## src/rtl/core/ps2me_pkg.sv

```systemverilog
`default_nettype none

package ps2me_pkg;

    // Event codes carried in event_kind.
    typedef enum logic [2:0] {
        EV_LDOWN = 3'd0,
        EV_LUP   = 3'd1,
        EV_MDOWN = 3'd2,
        EV_MUP   = 3'd3,
        EV_RDOWN = 3'd4,
        EV_RUP   = 3'd5,
        EV_MOVE  = 3'd6
    } event_kind_t;

    // Position of the next byte within a three-byte packet.
    localparam logic [1:0] POS_STATUS = 2'd0;
    localparam logic [1:0] POS_XBYTE  = 2'd1;
    localparam logic [1:0] POS_YBYTE  = 2'd2;

    // Status byte bit positions.
    localparam int BIT_LEFT   = 0;
    localparam int BIT_RIGHT  = 1;
    localparam int BIT_MIDDLE = 2;
    localparam int BIT_XSIGN  = 4;
    localparam int BIT_YSIGN  = 5;

    // Widths of the stream payloads.
    localparam int IN_DATA_W  = 32;
    localparam int OUT_DATA_W = 48;

    // One decoded event as passed from the decoder to the result register.
    typedef struct packed {
        logic               valid;
        event_kind_t        kind;
        logic [9:0]         pos_x;
        logic [9:0]         pos_y;
        logic signed [8:0]  delta_x;
        logic signed [9:0]  delta_y;
    } event_t;

endpackage

`default_nettype wire

```

## src/rtl/core/ps2me_decoder.sv

```systemverilog
`default_nettype none

module ps2me_decoder (
    input  wire logic             clk,
    input  wire logic             rst_n,
    input  wire logic             step,
    input  wire logic [7:0]       data_byte,
    input  wire logic [9:0]       cursor_x,
    input  wire logic [9:0]       cursor_y,
    output ps2me_pkg::event_t     result
);
    import ps2me_pkg::*;

    logic [1:0] pos_reg, pos_next;
    logic [7:0] status_reg, status_next;
    logic [7:0] xbyte_reg, xbyte_next;
    logic       left_reg, left_next;
    logic       middle_reg, middle_next;
    logic       right_reg, right_next;

    logic signed [8:0] dx;
    logic signed [8:0] dy_raw;
    logic signed [9:0] dy;

    // Sign-extended deltas; the Y delta is negated so that up is negative.
    assign dx     = {status_reg[BIT_XSIGN], xbyte_reg};
    assign dy_raw = {status_reg[BIT_YSIGN], data_byte};
    assign dy     = 10'sd0 - {dy_raw[8], dy_raw};

    // Packet framing, button edge detection and move decoding.
    always_comb
    begin
        pos_next    = pos_reg;
        status_next = status_reg;
        xbyte_next  = xbyte_reg;
        left_next   = left_reg;
        middle_next = middle_reg;
        right_next  = right_reg;
        result      = '0;
        if (step)
        begin
            unique case (pos_reg)
                POS_STATUS:
                begin
                    status_next = data_byte;
                    pos_next    = POS_XBYTE;
                end
                POS_XBYTE:
                begin
                    xbyte_next = data_byte;
                    pos_next   = POS_YBYTE;
                end
                default:
                begin
                    pos_next = POS_STATUS;
                    priority if (status_reg[BIT_LEFT] != left_reg)
                    begin
                        left_next    = status_reg[BIT_LEFT];
                        result.valid = 1'b1;
                        if (status_reg[BIT_LEFT])
                        begin
                            result.kind  = EV_LDOWN;
                            result.pos_x = cursor_x;
                            result.pos_y = cursor_y;
                        end
                        else
                        begin
                            result.kind = EV_LUP;
                        end
                    end
                    else if (status_reg[BIT_MIDDLE] != middle_reg)
                    begin
                        middle_next  = status_reg[BIT_MIDDLE];
                        result.valid = 1'b1;
                        result.kind  = status_reg[BIT_MIDDLE] ? EV_MDOWN : EV_MUP;
                    end
                    else if (status_reg[BIT_RIGHT] != right_reg)
                    begin
                        right_next   = status_reg[BIT_RIGHT];
                        result.valid = 1'b1;
                        if (status_reg[BIT_RIGHT])
                        begin
                            result.kind  = EV_RDOWN;
                            result.pos_x = cursor_x;
                            result.pos_y = cursor_y;
                        end
                        else
                        begin
                            result.kind = EV_RUP;
                        end
                    end
                    else
                    begin
                        result.valid   = (dx != 9'sd0) || (dy != 10'sd0);
                        result.kind    = EV_MOVE;
                        result.delta_x = dx;
                        result.delta_y = dy;
                    end
                end
            endcase
        end
    end

    // Packet and button state.
    always_ff @(posedge clk or negedge rst_n)
    begin
        if (!rst_n)
        begin
            pos_reg    <= POS_STATUS;
            status_reg <= '0;
            xbyte_reg  <= '0;
            left_reg   <= 1'b0;
            middle_reg <= 1'b0;
            right_reg  <= 1'b0;
        end
        else
        begin
            pos_reg    <= pos_next;
            status_reg <= status_next;
            xbyte_reg  <= xbyte_next;
            left_reg   <= left_next;
            middle_reg <= middle_next;
            right_reg  <= right_next;
        end
    end

endmodule

`default_nettype wire

```

## src/rtl/core/ps2_mouse_packet_events_core.sv

```systemverilog
// An item accepted on s_axis passes the input register, then the result register,
// before it can be taken from m_axis; a stalled output side holds it back.
// Throughput: one item per cycle unless m_axis stalls; decode is a single logic pass.
// Items that complete no event (status byte, X byte, idle packet) give no result.
// Reset (rst_n low, asynchronous) clears both registers' valid flags, the packet
// position, the held bytes and the button flags.
`default_nettype none

module ps2_mouse_packet_events_core (
    input  wire logic                                 clk,
    input  wire logic                                 rst_n,
    input  wire logic                                 s_axis_tvalid,
    output      logic                                 s_axis_tready,
    // [7:0] data_byte, [17:8] cursor_x, [27:18] cursor_y, [31:28] zero
    input  wire logic [ps2me_pkg::IN_DATA_W-1:0]      s_axis_tdata,
    output      logic                                 m_axis_tvalid,
    input  wire logic                                 m_axis_tready,
    // [2:0] event_kind, [12:3] pos_x, [22:13] pos_y, [31:23] delta_x,
    // [41:32] delta_y, [47:42] zero
    output      logic [ps2me_pkg::OUT_DATA_W-1:0]     m_axis_tdata
);
    import ps2me_pkg::*;

    logic       in_valid_reg, in_valid_next;
    logic [7:0] in_byte_reg;
    logic [9:0] in_cx_reg;
    logic [9:0] in_cy_reg;
    logic       out_valid_reg, out_valid_next;
    event_t     out_reg;
    event_t     result;
    logic       s_accept;
    logic       advance;

    // Handshakes: the input item moves on when the result slot is free or draining.
    assign advance       = in_valid_reg && (!out_valid_reg || m_axis_tready);
    assign s_axis_tready = !in_valid_reg || advance;
    assign s_accept      = s_axis_tvalid && s_axis_tready;

    always_comb
    begin
        in_valid_next = in_valid_reg;
        if (s_accept)
        begin
            in_valid_next = 1'b1;
        end
        else if (advance)
        begin
            in_valid_next = 1'b0;
        end
    end

    always_comb
    begin
        out_valid_next = out_valid_reg;
        if (advance)
        begin
            out_valid_next = result.valid;
        end
        else if (m_axis_tready)
        begin
            out_valid_next = 1'b0;
        end
    end

    // Input register.
    always_ff @(posedge clk or negedge rst_n)
    begin
        if (!rst_n)
        begin
            in_valid_reg <= 1'b0;
        end
        else
        begin
            in_valid_reg <= in_valid_next;
        end
    end

    always_ff @(posedge clk)
    begin
        if (s_accept)
        begin
            in_byte_reg <= s_axis_tdata[7:0];
            in_cx_reg   <= s_axis_tdata[17:8];
            in_cy_reg   <= s_axis_tdata[27:18];
        end
    end

    // Packet decoder.
    ps2me_decoder u_decoder (
        .clk       (clk),
        .rst_n     (rst_n),
        .step      (advance),
        .data_byte (in_byte_reg),
        .cursor_x  (in_cx_reg),
        .cursor_y  (in_cy_reg),
        .result    (result)
    );

    // Result register.
    always_ff @(posedge clk or negedge rst_n)
    begin
        if (!rst_n)
        begin
            out_valid_reg <= 1'b0;
        end
        else
        begin
            out_valid_reg <= out_valid_next;
        end
    end

    always_ff @(posedge clk)
    begin
        if (advance && result.valid)
        begin
            out_reg <= result;
        end
    end

    assign m_axis_tvalid = out_valid_reg;
    assign m_axis_tdata  = {6'd0, out_reg.delta_y, out_reg.delta_x, out_reg.pos_y,
                            out_reg.pos_x, out_reg.kind};

    // A decoded event always reaches the result register in the next cycle.
    a_event_lands: assert property (@(posedge clk) disable iff (!rst_n)
        (advance && result.valid) |=> m_axis_tvalid)
        else $error("decoded event not presented");

    // A held input item blocks further input.
    a_input_blocked: assert property (@(posedge clk) disable iff (!rst_n)
        (in_valid_reg && !advance) |-> !s_axis_tready)
        else $error("input accepted over a held item");

    // Button events carry no movement.
    a_button_no_delta: assert property (@(posedge clk) disable iff (!rst_n)
        (m_axis_tvalid && out_reg.kind != EV_MOVE) |->
        (out_reg.delta_x == 9'sd0 && out_reg.delta_y == 10'sd0))
        else $error("button event with movement");

    // Move events carry no position.
    a_move_no_pos: assert property (@(posedge clk) disable iff (!rst_n)
        (m_axis_tvalid && out_reg.kind == EV_MOVE) |->
        (out_reg.pos_x == 10'd0 && out_reg.pos_y == 10'd0))
        else $error("move event with position");

endmodule

`default_nettype wire

```

## config.mk

```make
export PLATFORM = sky130hd
export DESIGN_NAME = ps2_mouse_packet_events_core
export DESIGN_NICKNAME = d
export VERILOG_FILES = /design/src/rtl/core/ps2me_pkg.sv /design/src/rtl/core/ps2me_decoder.sv /design/src/rtl/core/ps2_mouse_packet_events_core.sv
export SDC_FILE = /design/constraint.sdc
export NUM_CORES = 1
export LEC_CHECK = 0
export ABC_AREA = 0
export BUFFER_PORTS_ARGS = -buffer_cell sky130_fd_sc_hd__buf_2
export CAP_MARGIN = 20
export CORE_AREA = 2 2 84 86
export CTS_CLUSTER_SIZE = 28
export DETAILED_ROUTE_END_ITERATION = 10
export DIE_AREA = 0 0 86 88
export PLACE_DENSITY = 0.8
export SKIP_LAST_GASP = 1
export SYNTH_ARGS = -nofsm -noshare
export SYNTH_HDL_FRONTEND = slang
export SYNTH_HIERARCHICAL = 1
export SYNTH_SLANG_ARGS = --single-unit
```

## constraint.sdc

```tcl
create_clock -name clk -period 9.65 [get_ports clk]
set_input_delay 1.93 -clock clk [delete_from_list [all_inputs] [get_ports clk]]
set_output_delay 1.93 -clock clk [all_outputs]
set_load 0.02 [all_outputs]
```

==> results_tabular.tex <==
\begin{tabular}{lr}
\hline
Metric & Value \\
\hline
\multicolumn{2}{l}{\textbf{Status}} \\
\quad Result of the run & finished clean \\
\multicolumn{2}{l}{\textbf{Floorplan}} \\
\quad Floorplan die area & 7570 um\^{}2 \\
\quad Count of boundary I/O pins & 86 \\
\quad Die extent in x & around 86 um \\
\quad Core Box Area & 6640 um\^{}2 \\
\quad Initial cell density of the core & 0.533 \\
\quad Number of cell rows & 30 \\
\quad Die height & just under 90 um \\
\multicolumn{2}{l}{\textbf{Routing}} \\
\quad Overall routed net length & 5910 um \\
\quad Routed wire length per instance & about 15 um \\
\quad Via count & 2020 \\
\quad Post-route DRC & 0 \\
\quad Via density per instance & 5.05 \\
\quad First-pass detailed-route iteration total & 4 \\
\quad Count of antenna-violating nets left after detailed routing & 0 \\
\quad Number of DRC violations after detailed-routing iteration 0 & between 100 and 150 \\
\multicolumn{2}{l}{\textbf{Layout}} \\
\quad Fraction of layout cells with a size suffix above 1 & 0.350 \\
\quad Utilization of the core after routing & 0.637 \\
\quad Fin nets & 354 \\
\quad Number of non-filler instances in the completed layout & 400 \\
\quad Flip-flop count of the largest register, all copies and words added & 42 \\
\quad Synth-to-Final Area Change & 19.4\% \\
\quad Number of diodes added for antenna fixing & 0 \\
\quad Final design instance area without fill & 4230 um\^{}2 \\
\quad Top library cells by usage in the layout, fill and taps aside & 75 x sky130\_fd\_sc\_hd\_\_buf\_2, 70 x sky130\_fd\_sc\_hd\_\_edfxtp\_1, 22 x sky130\_fd\_sc\_hd\_\_and2\_1 \\
\quad Most common cell after layout, fill and taps aside & sky130\_fd\_sc\_hd\_\_buf\_2 \\
\multicolumn{2}{l}{\textbf{Timing}} \\
\quad Number of hold violations in the final report & 0 \\
\quad Final setup violation count & 0 \\
\quad Achievable clock frequency & 0.234 GHz \\
\quad Setup repair after global routing missed its margin & no \\
\quad Min Hold Slack & 0.527 ns \\
\quad Transition at the pin with the smallest max-transition slack & 0.566 ns \\
\quad Number of max-slew violations in the final report & 0 \\
\quad Fin crit share & 0.443 \\
\quad Post-Route Setup TNS & 0 ns \\
\quad Slew Limit Headroom & 0.620 \\
\quad Worst Clk Skew & 0.0119 ns \\
\quad Period minus WS final & approximately 4.3 ns \\
\multicolumn{2}{l}{\textbf{Place}} \\
\quad Number of port buffers & 75 \\
\quad Detailed-placement wirelength estimate & 4100 um \\
\quad Post-placement cell area & around 4000 um\^{}2 \\
\quad \# placed instances & 382 \\
\quad Routability congestion estimate from global placement & 0.871 \\
\multicolumn{2}{l}{\textbf{GRT}} \\
\quad GRT overflow & 0 \\
\quad Vias in the first global route & $\sim$1800 \\
\quad Largest net degree at the start of global routing & 43 \\
\quad GR Util All Layers & 0.162 \\
\quad Initial antenna violation count & 0 \\
\quad First-pass GRT wire length & around 9000 um \\
\multicolumn{2}{l}{\textbf{Worst hold path}} \\
\quad Worst hold-check path type & reg -> reg \\
\quad Startpoint of the lowest-slack hold path & in\_cx\_reg[5]\$\_DFFE\_PP\_ \\
\quad Hold path endpoint & m\_axis\_tdata[8]\$\_DFFE\_PP\_ \\
\quad Worst Hold Depth & 1 \\
\multicolumn{2}{l}{\textbf{Synth}} \\
\quad Number of distinct library cells after synthesis & 40 \\
\quad Most used flip-flop cell after synthesis & sky130\_fd\_sc\_hd\_\_edfxtp\_1 \\
\quad Flip-flop and latch count after synthesis & 90 \\
\quad Share of async-settable or async-resettable flops after synthesis & 0.222 \\
\quad Part of the Yosys area used for sequential elements & 0.734 \\
\quad Share of the synthesized area in the top cell type & 0.593 \\
\quad Mapped Avg Cell Area & approximately 15 um\^{}2 \\
\quad Adder-cell share of the synthesized area & 0.0134 \\
\quad Cell count after synthesis & 233 \\
\quad Main combinational cell family by area after synthesis & simple AND/OR/NAND/NOR gates \\
\quad Number of enable flip-flop cells after synthesis & 70 \\
\quad Xor and xnor area share after synthesis & 0.0173 \\
\quad Library cell occupying the most area in the post-synthesis netlist & sky130\_fd\_sc\_hd\_\_edfxtp\_1 \\
\quad Share of synthesized cell area in and, or, nand and nor gates & 0.142 \\
\quad Biggest area contributors in the synthesized netlist & sky130\_fd\_sc\_hd\_\_edfxtp\_1 59\%, sky130\_fd\_sc\_hd\_\_dfrtp\_1 14\%, sky130\_fd\_sc\_hd\_\_and2\_1 3.9\% \\
\quad Multiplexer share of the synthesized area & 0.0350 \\
\quad Count of warnings emitted by yosys & 6 \\
\quad Synth Area in Compound Gates & 0.0314 \\
\quad Post-synthesis instance area & around 3500 um\^{}2 \\
\multicolumn{2}{l}{\textbf{Power}} \\
\quad Power density over the cells & 257 nW/um\^{}2 \\
\quad Peak supply drop & 0.137 mV \\
\quad Leakage & 1.75 nW \\
\multicolumn{2}{l}{\textbf{CTS}} \\
\quad Clk\_lat worst skew & 0.36 ns \\
\quad Number of clock sinks & 90 \\
\quad TritonCTS buffer count & 9 \\
\quad Number of buffers between clock root and the deepest sink & 2 \\
\quad Postcts setup bufs & 0 \\
\quad CTS tree & yes \\
\quad \# resized after CTS & 0 \\
\quad Maximum level of the CTS H-tree & 3 \\
\quad Clock transition time at the flip-flop clock pins of the worst setup and hold paths & 0.09 ns \\
\quad CTS root buf & sky130\_fd\_sc\_hd\_\_clkbuf\_8 \\
\quad Hold-fix buffer count after cts & 0 \\
\multicolumn{2}{l}{\textbf{Setup path}} \\
\quad Count of cells along the worst register-to-register path & 9 \\
\quad Startpoint of the worst-slack reg-to-reg timing path & in\_byte\_reg[0]\$\_DFFE\_PP\_ \\
\quad Cell Chain, Critical Path & buf\_2, nand3b\_4, buf\_2 \\
\quad Delay of the slowest critical-path stage & 0.16 ns \\
\quad Critical path data arrival time & 2.34 ns \\
\quad Slowest CP cell & sky130\_fd\_sc\_hd\_\_buf\_2 \\
\quad Reg2reg end & m\_axis\_tdata[0]\$\_DFFE\_PP\_ \\
\quad Cell type with the highest occurrence count on the critical path & sky130\_fd\_sc\_hd\_\_buf\_2 \\
\quad Worst R2R Setup Slack & 6.98 ns \\
\quad Nature of the critical path startpoint & input port \\
\quad Required time at the worst-slack endpoint & 7.72 ns \\
\quad Critical path capture point type & primary output \\
\quad Critical path class & in -> out \\
\quad Crit Path Max Fanout & 3 \\
\multicolumn{2}{l}{\textbf{Job}} \\
\quad Max capacitance violation total & 0 \\
\hline
\end{tabular}
==> final cells by class <==
type                    instances  area [um^2]
clock buffers                   9          124
clock inverters                 7         96.3
fillers                       513         2410
inverters                       7         26.3
multi-input cells             130          877
flip-flops and latches         90         2600
well taps                      80          100
repair buffers                 77          403
==> metal layers <==
metal / global-route usage / vias to the layer above / wire (um)
met1: 0.216 / 954 / 2650
met2: 0.249 / 62 / 2870
met4: 0.0895 / 0 / 128
met5: 0 / - / 0
met3: 0.0358 / 11 / 262
li1: - / 993 / -
==> synthesized netlist by cell type, drive strengths merged (3+ instances only) <==
cell	instances
dfrtp	20
and3	11
inv	7
nand2b	5
a21oi	3
clkbuf	5
xnor2	6
nor2	7
o21ai	10
or3	3
ha	3
nand2	16
edfxtp	70
mux2	11
buf	6
nor3	4
and2	23
==> worst max-delay path: cells and delay by family <==
family / cells / cell delay (ns)
buf+inv: 2 / 0.26
simple gates: 1 / 0.15
==> per-stage QoR <==
stage	worst slack, ns	power, mW
2_1_floorplan	4.65	0.743
3_3_place_gp	5.38	0.807
6_report	5.38	1.09
4_1_cts	5.38	1.09
3_5_place_dp	5.25	0.822
5_1_grt	5.36	1.14
==> report_power, final <==
group	leakage, nW	internal, mW	total, mW	switching, mW
Sequential	0.912	0.513	0.561	0.0479
Combinational	0.727	0.0993	0.255	0.156
Clock	0.108	0.128	0.270	0.142
Total	1.75	0.740	1.09	0.346
==> worst max-delay path by stage <==
stage | from | endpoint | slack (ns) | depth (start not counted)
2_1_floorplan | m_axis_tready | m_axis_tdata[0]$_DFFE_PP_ | 4.65 | 7
3_3_place_gp | m_axis_tready | s_axis_tready | 5.38 | 3
3_5_place_dp | m_axis_tready | m_axis_tdata[29]$_DFFE_PP_ | 5.25 | 8
4_1_cts | m_axis_tready | s_axis_tready | 5.38 | 3
5_1_grt | m_axis_tready | s_axis_tready | 5.36 | 3
6_report | m_axis_tready | s_axis_tready | 5.38 | 3
==> kinds of logic after synthesis <==
family,after synthesis
flops,90
simple gates,84
compound gates,18
buf+inv,18
mux,11
xor+xnor,7
fa+ha+maj,4
other cells,1
(Power assumes the default switching activity.)
